===== config.mk =====
export PLATFORM = sky130hd
export DESIGN_NAME = mrw_mont
export DESIGN_NICKNAME = d
export VERILOG_FILES = /design/src/rtl/mrw_pkg.sv /design/src/rtl/mrw_mont.sv
export SDC_FILE = /design/constraint.sdc
export NUM_CORES = 1
export LEC_CHECK = 0
export BUFFER_PORTS_ARGS = -buffer_cell sky130_fd_sc_hd__buf_2
export CELL_PAD_IN_SITES_DETAIL_PLACEMENT = 1
export CELL_PAD_IN_SITES_GLOBAL_PLACEMENT = 1
export CORE_MARGIN = 3
export CORE_UTILIZATION = 40
export DETAILED_ROUTE_END_ITERATION = 7
export PLACE_DENSITY_LB_ADDON = 0.1
export SLEW_MARGIN = 20
export SYNTH_ARGS = -nofsm -noshare
export SYNTH_HDL_FRONTEND = slang
export SYNTH_SLANG_ARGS = --single-unit

===== constraint.sdc =====
create_clock -name i_clk -period 9.9 [get_ports i_clk]
set_clock_uncertainty 0.15 [all_clocks]
set_input_delay 0.99 -clock i_clk [delete_from_list [all_inputs] [get_ports i_clk]]
set_output_delay 0.99 -clock i_clk [all_outputs]
set_load 0.05 [all_outputs]

===== src/rtl/mrw_pkg.sv =====
`timescale 1ns / 1ps
// ----------------------------------------------------------------------------
// Miller-Rabin witness test package
// Shared widths, defaults and the controller state type.
// ----------------------------------------------------------------------------
package mrw_pkg;

    localparam int WORD_BITS_DEF = 64;
    localparam int MOD_BITS      = 63;
    localparam int BASE_BITS     = 64;
    localparam int IN_BYTES_BITS = 128;
    localparam int OUT_BITS      = 8;

    typedef enum logic [11:0] {
        ST_IDLE   = 12'b0000_0000_0001,
        ST_RED    = 12'b0000_0000_0010,
        ST_RSQ    = 12'b0000_0000_0100,
        ST_DECOMP = 12'b0000_0000_1000,
        ST_MONE   = 12'b0000_0001_0000,
        ST_MBM    = 12'b0000_0010_0000,
        ST_EXPC   = 12'b0000_0100_0000,
        ST_EXPX   = 12'b0000_1000_0000,
        ST_EXPB   = 12'b0001_0000_0000,
        ST_CHK    = 12'b0010_0000_0000,
        ST_SQC    = 12'b0100_0000_0000,
        ST_SQ     = 12'b1000_0000_0000
    } t_state;

endpackage


===== src/rtl/mrw_mont.sv =====
`timescale 1ns / 1ps
// ----------------------------------------------------------------------------
// Bit-serial Montgomery multiplier
// Computes x*y/2^W mod n, one multiplier bit per cycle, then one final
// conditional subtraction.
// ----------------------------------------------------------------------------
module mrw_mont #(
    parameter int W = mrw_pkg::WORD_BITS_DEF
) (
    input  logic         i_clk,
    input  logic         i_rst_n,
    input  logic         i_start,
    input  logic [W-1:0] i_x,
    input  logic [W-1:0] i_y,
    input  logic [W-1:0] i_n,
    output logic         o_done,
    output logic [W-1:0] o_res
);
    import mrw_pkg::*;

    localparam int CW = $clog2(W + 1);

    logic [W:0]    r_t;
    logic [W-1:0]  r_x;
    logic [W-1:0]  r_y;
    logic [W-1:0]  r_n;
    logic [CW-1:0] r_cnt;
    logic          r_busy;
    logic          r_fin;
    logic          r_done;
    logic [W-1:0]  r_res;
    logic [W+1:0]  n_s1;
    logic [W+1:0]  n_s2;
    logic [W:0]    n_red;

    always_comb begin
        n_s1  = {1'b0, r_t} + (r_x[0] ? {2'b00, r_y} : '0);
        n_s2  = n_s1 + (n_s1[0] ? {2'b00, r_n} : '0);
        n_red = (r_t >= {1'b0, r_n}) ? (r_t - {1'b0, r_n}) : r_t;
    end

    always_ff @(posedge i_clk) begin
        if (!i_rst_n) begin
            r_busy <= 1'b0;
            r_fin  <= 1'b0;
            r_done <= 1'b0;
            r_cnt  <= '0;
        end else begin
            r_done <= 1'b0;
            if (i_start) begin
                r_t    <= '0;
                r_x    <= i_x;
                r_y    <= i_y;
                r_n    <= i_n;
                r_cnt  <= CW'(W);
                r_busy <= 1'b1;
            end else if (r_busy) begin
                r_t   <= n_s2[W+1:1];
                r_x   <= r_x >> 1;
                r_cnt <= r_cnt - 1'b1;
                if (r_cnt == CW'(1)) begin
                    r_busy <= 1'b0;
                    r_fin  <= 1'b1;
                end
            end else if (r_fin) begin
                r_res  <= n_red[W-1:0];
                r_fin  <= 1'b0;
                r_done <= 1'b1;
            end
        end
    end

    assign o_done = r_done;
    assign o_res  = r_res;

endmodule


; After elaboration in Yosys (flattened, before gate mapping)
; Cells that the tools add are included.
[totals]
register_bits = 331
input_bits = 195
output_inout_bits = 65
word_cells = 41
[op_classes]
n_addsub = 4
order_cmp = 1
eq_ne = 2
mux = 14
bitwise = 3
reduce_logical = 7
[op_table]
columns = cell, count
row1 = 64-bit two-way mux, 5
row2 = 65-bit by 64-bit adder with 66-bit output, 1
row3 = 66-bit by 64-bit adder with 66-bit output, 1
row4 = 65-bit by 64-bit greater-or-equal comparator with 1-bit output, 1
row5 = 65-bit two-way mux, 1
row6 = 64-bit subtractor, 1
row7 = 7-bit two-way mux, 2
row8 = 7-bit by 1-bit == test with 1-bit output (second input constant), 1
row9 = 7-bit by 1-bit subtractor with 7-bit output (second input constant), 1
row10 = 1-bit two-way mux, 6
row11 = 2-bit AND reduction, 3
row12 = 4-bit AND reduction, 1
row13 = 1-bit inverter, 3
row14 = 3-bit OR reduction, 1
row15 = 2-bit by 1-bit != test with 1-bit output (second input constant), 1
row16 = 2-bit nonzero test, 1
row17 = 2-bit OR reduction, 1

; Longest topological paths before layout
[logic_depth]
depth_word = 5
depth_mapped = 29
depth_no_buf = 26

; Worst setup path before layout
; OpenSTA, ideal clock, no wires.
[synth_timing]
path_type = input -> register
from = input port i_start
to = register r_res[0], in the netlist o_res[0] (enable)
setup_time_ps = 578
t_arrival_ps = 5991
required_time_ps = 9172
path_slack_ps = 3181
path_stages = 3
n_path_buf = 1
path_cell_list = nand2b_1 > clkbuf_1 > nor3b_1
[synth_between]
elab_chain_len = 2
[synth_rtl]
columns = item, line_no
row1 = start: declaration, mrw_mont.sv:12  ; input logic i_start,
row2 = 1-bit inverter (no line), n/a
row3 = 4-bit AND reduction (no line), n/a
row4 = end signal: assignment, mrw_mont.sv:66  ; r_res <= n_red[W-1:0];
row5 = end: declaration, mrw_mont.sv:31  ; logic [W-1:0] r_res;
; Every way passes these cells.
; A chain may end at the register's enable or synchronous reset.

; Worst setup path in the final report
[layout_timing]
from = register r_x[0]
to = register r_t[64], data pin
[layout_between]
elab_chain_len = 5
[layout_rtl]
columns = item, line_no
row1 = start: declaration, mrw_mont.sv:24  ; logic [W-1:0] r_x;
row2 = start signal: assignment, mrw_mont.sv:52  ; r_x <= i_x;
row3 = start signal: assignment, mrw_mont.sv:59  ; r_x <= r_x >> 1;
row4 = 64-bit two-way mux *, mrw_mont.sv:37  ; n_s1 = {1'b0, r_t} + (r_x[0] ? {2'b00, r_y} : '0);
row5 = 65-bit by 64-bit adder with 66-bit output *, mrw_mont.sv:37
row6 = 64-bit two-way mux, mrw_mont.sv:38  ; n_s2 = n_s1 + (n_s1[0] ? {2'b00, r_n} : '0);
row7 = 66-bit by 64-bit adder with 66-bit output *, mrw_mont.sv:38
row8 = 65-bit two-way mux *, mrw_mont.sv:57  ; end else if (r_busy) begin
row9 = end signal: assignment, mrw_mont.sv:58  ; r_t <= n_s2[W+1:1];
row10 = end: declaration, mrw_mont.sv:23  ; logic [W:0] r_t;
; Mark *: on every way between the ends. The rest lies on a longest branch, timed or not. The select of a mux whose other input is x is not followed.

==> flow_summary.toml <==
[outcome]
status = "complete, no violations"

[clock_network]
cts.sinks = 331
clockRootBuffer = "clkbuf_16"
post-cts-setup-buffers = 0
clk_path_buf_depth = 3
post_cts_resize_count = 0
cts_hold_buf = 0
cts_buffers = 41
clk_pin_slew_ns = 0.07
cts_tree = "done"
clk_latency_ns = 0.59
htree_levels = 2

[logic_synthesis]
yosys_warnings = 0
avgSynthCellArea_um2 = 9.91
yosysTopAreaCellShare_pct = 39.3
synth_area_um2 = 24500
async_flop_share_pct = 0
seq_area_frac_synth_pct = 40.1
synthCells = 2475
synth_common_cells = "edfxtp_1, a21oi_1, ha_1"
synth_ff_type = "edfxtp_1"
synthesis.nets = 2866
synth_seq_cells = 331
synth.largest_area_cell = "edfxtp_1"
synth_area_leaders = "edfxtp_1, ha_1, a21oi_1, xnor2_1, a21o_1"
synthDistinctLibCells = 76
yosysMostFrequentCell = "edfxtp_1"
synth_edf_count = 321

[detailed_routing]
drt-total-wl_um = 79900
viasPerCell = 5.70
num_vias = 19855
drt_first_pass_iters = 5
route.detailed.drc = 0
drt_iter0_markers = 1057
route.detailed.wl_per_inst_um = 22.9
route.antenna.remaining_nets = 0

[timing]
drv_slew = 0
tightest_slew_ns = 1.17
timing.setup.tns_ns = 0
rsz0062_at_grt = "false"
hold_viol = 0
fin_crit_sh_pct = 81.8
fin_crit_ns = 8.10
setup_viol = 0
max_freq_ghz = 0.123
worst_hold_slack_ns = 0.351
slew_headroom_pct = 21.5

[power]
irDropWorstVdd_mv = 0.126
p_total_w = 0.00685
p_per_area_nw_per_um2 = 246
p_leak_nw = 11.9

[critical_path]
crit_path_end_kind = "register"
cpMaxStageDelayCell = "edfxtp_1"
rrSetupSlack_ns = 1.80
worst_r2r_startpoint = "r_x[0]"
path_depth = 26
r2r_cells = 26
worstPathArrival_ns = 8.25
cp.buffers_inverters = 1
path_max_fanout = 33
timing.rr.end = "r_t[64]"
startpoint_type = "register"
crit_family = "compound AO/OA/AOI/OAI gates"
max_stage_delay_ns = 1.06
path_class = "register to register"
cp.required_ns = 10.05

[worst_hold_path]
hold_end = "r_cnt[1]"
whs_path_depth = 2
hold_path.class = "register to register"
hp-start = "r_cnt[1]"

[cells_and_area]
final_util_pct = 46.0
synthToLayoutAreaGrowth_pct = 13.4
layout-drive-gt1-share_pct = 17.4
fin_nets = 3061

[placement]
gp_congestion = 0.931
detailed_place_hpwl_um = 63000
portBuffers = 259

[die]
start_util_pct = 40.6
die-area_um2 = 64300
ios = 260
placementRows = 90
fp.dieW_um = 254
chipHeight_um = 254
core-area_um2 = 60500

[flow_run]
cap_violations = 0

[global_routing]
grt_max_degree = 75
antenna_found_initial = 8
grt-ovfl-total = 0
grt_pass1_wl_um = 122000
grt_pass1_vias = 20869
grt_usage_pct = 24.4
==> state kept, by name, indices dropped and copies added, names as in the netlist <==
name	flops
o_done	1
r_cnt	7
r_busy	1
r_y	64
o_res	64
r_x	64
r_fin	1
r_n	64
r_t	65
==> per-layer routing <==
| layer | wire length [µm] | up-vias | track usage, % |
|---|---|---|---|
| met1 | 36600 | 9754 | 32.8 |
| met4 | 2580 | 12 | 7.96 |
| met2 | 36400 | 468 | 40.1 |
| li1 | - | 9493 | - |
| met3 | 4230 | 128 | 4.43 |
| met5 | 61 | - | 0 |
==> report_power, final <==
group / leakage, nW / switching [W] / internal [W] / total [W]
clock: 0.669 / 0.000631 / 0.000946 / 0.00158
combinational: 8.18 / 0.00200 / 0.00138 / 0.00338
sequential: 3.10 / 0.000120 / 0.00177 / 0.00189
total: 11.9 / 0.00275 / 0.00409 / 0.00685
==> cell usage in the layout, fill, tap and decap left out, drive strengths merged, types with 118 or more instances in the layout <==
master	n
a21o	124
mux2	123
buf	272
a21oi	221
o21ai	125
inv	118
nor2	189
nand2	139
ha	193
and2	146
edfxtp	321
==> area by class of cell <==
cell class | instances | area, µm²
diodes | 1 | 2.50
clock buffers | 47 | 1050
clock inverters | 28 | 337
fillers | 6767 | 32700
inverters | 116 | 438
multi-input cells | 1908 | 13800
flip-flops and latches | 331 | 9840
well taps | 782 | 978
repair buffers | 272 | 1400
==> metrics by stage <==
step,instance area [µm²],worst slack (ns),cells
final,27800,1.80,3485
after global routing,27800,1.23,3484
after global placement,26400,2.15,3409
after detailed placement,26400,1.99,3409
after CTS,27800,1.93,3484
after floorplan,24500,3.18,2475
==> worst max-delay path by stage <==
stage,start,endpoint
6_report,r_x[0],r_t[64]
5_1_grt,r_x[0],r_t[64]
4_1_cts,r_x[0],r_t[64]
3_5_place_dp,r_x[0],r_t[64]
3_3_place_gp,r_x[0],r_t[64]
2_1_floorplan,i_start,o_res[0]
==> cells by family after synthesis <==
| group | Yosys count | share of synthesized area [%] |
|---|---|---|
| flip-flops | 331 | 40.1 |
| XOR/XNOR | 181 | 6.46 |
| buffers and inverters | 236 | 3.87 |
| AND/OR/NAND/NOR | 718 | 14.8 |
| multiplexers | 130 | 6.79 |
| adder cells (fa/ha/maj) | 196 | 10.1 |
| AO/OA/AOI/OAI | 683 | 17.8 |
==> worst register-to-register path, delay by kind of cell (launching register included) <==
kind	cells	cell delay (ns)
flip-flops	1	1.06
AND/OR/NAND/NOR	5	0.51
XOR/XNOR	1	0.19
buffers and inverters	1	0.43
adder cells (fa/ha/maj)	2	0.68
AO/OA/AOI/OAI	17	4.79
(Power assumes the default switching activity.)
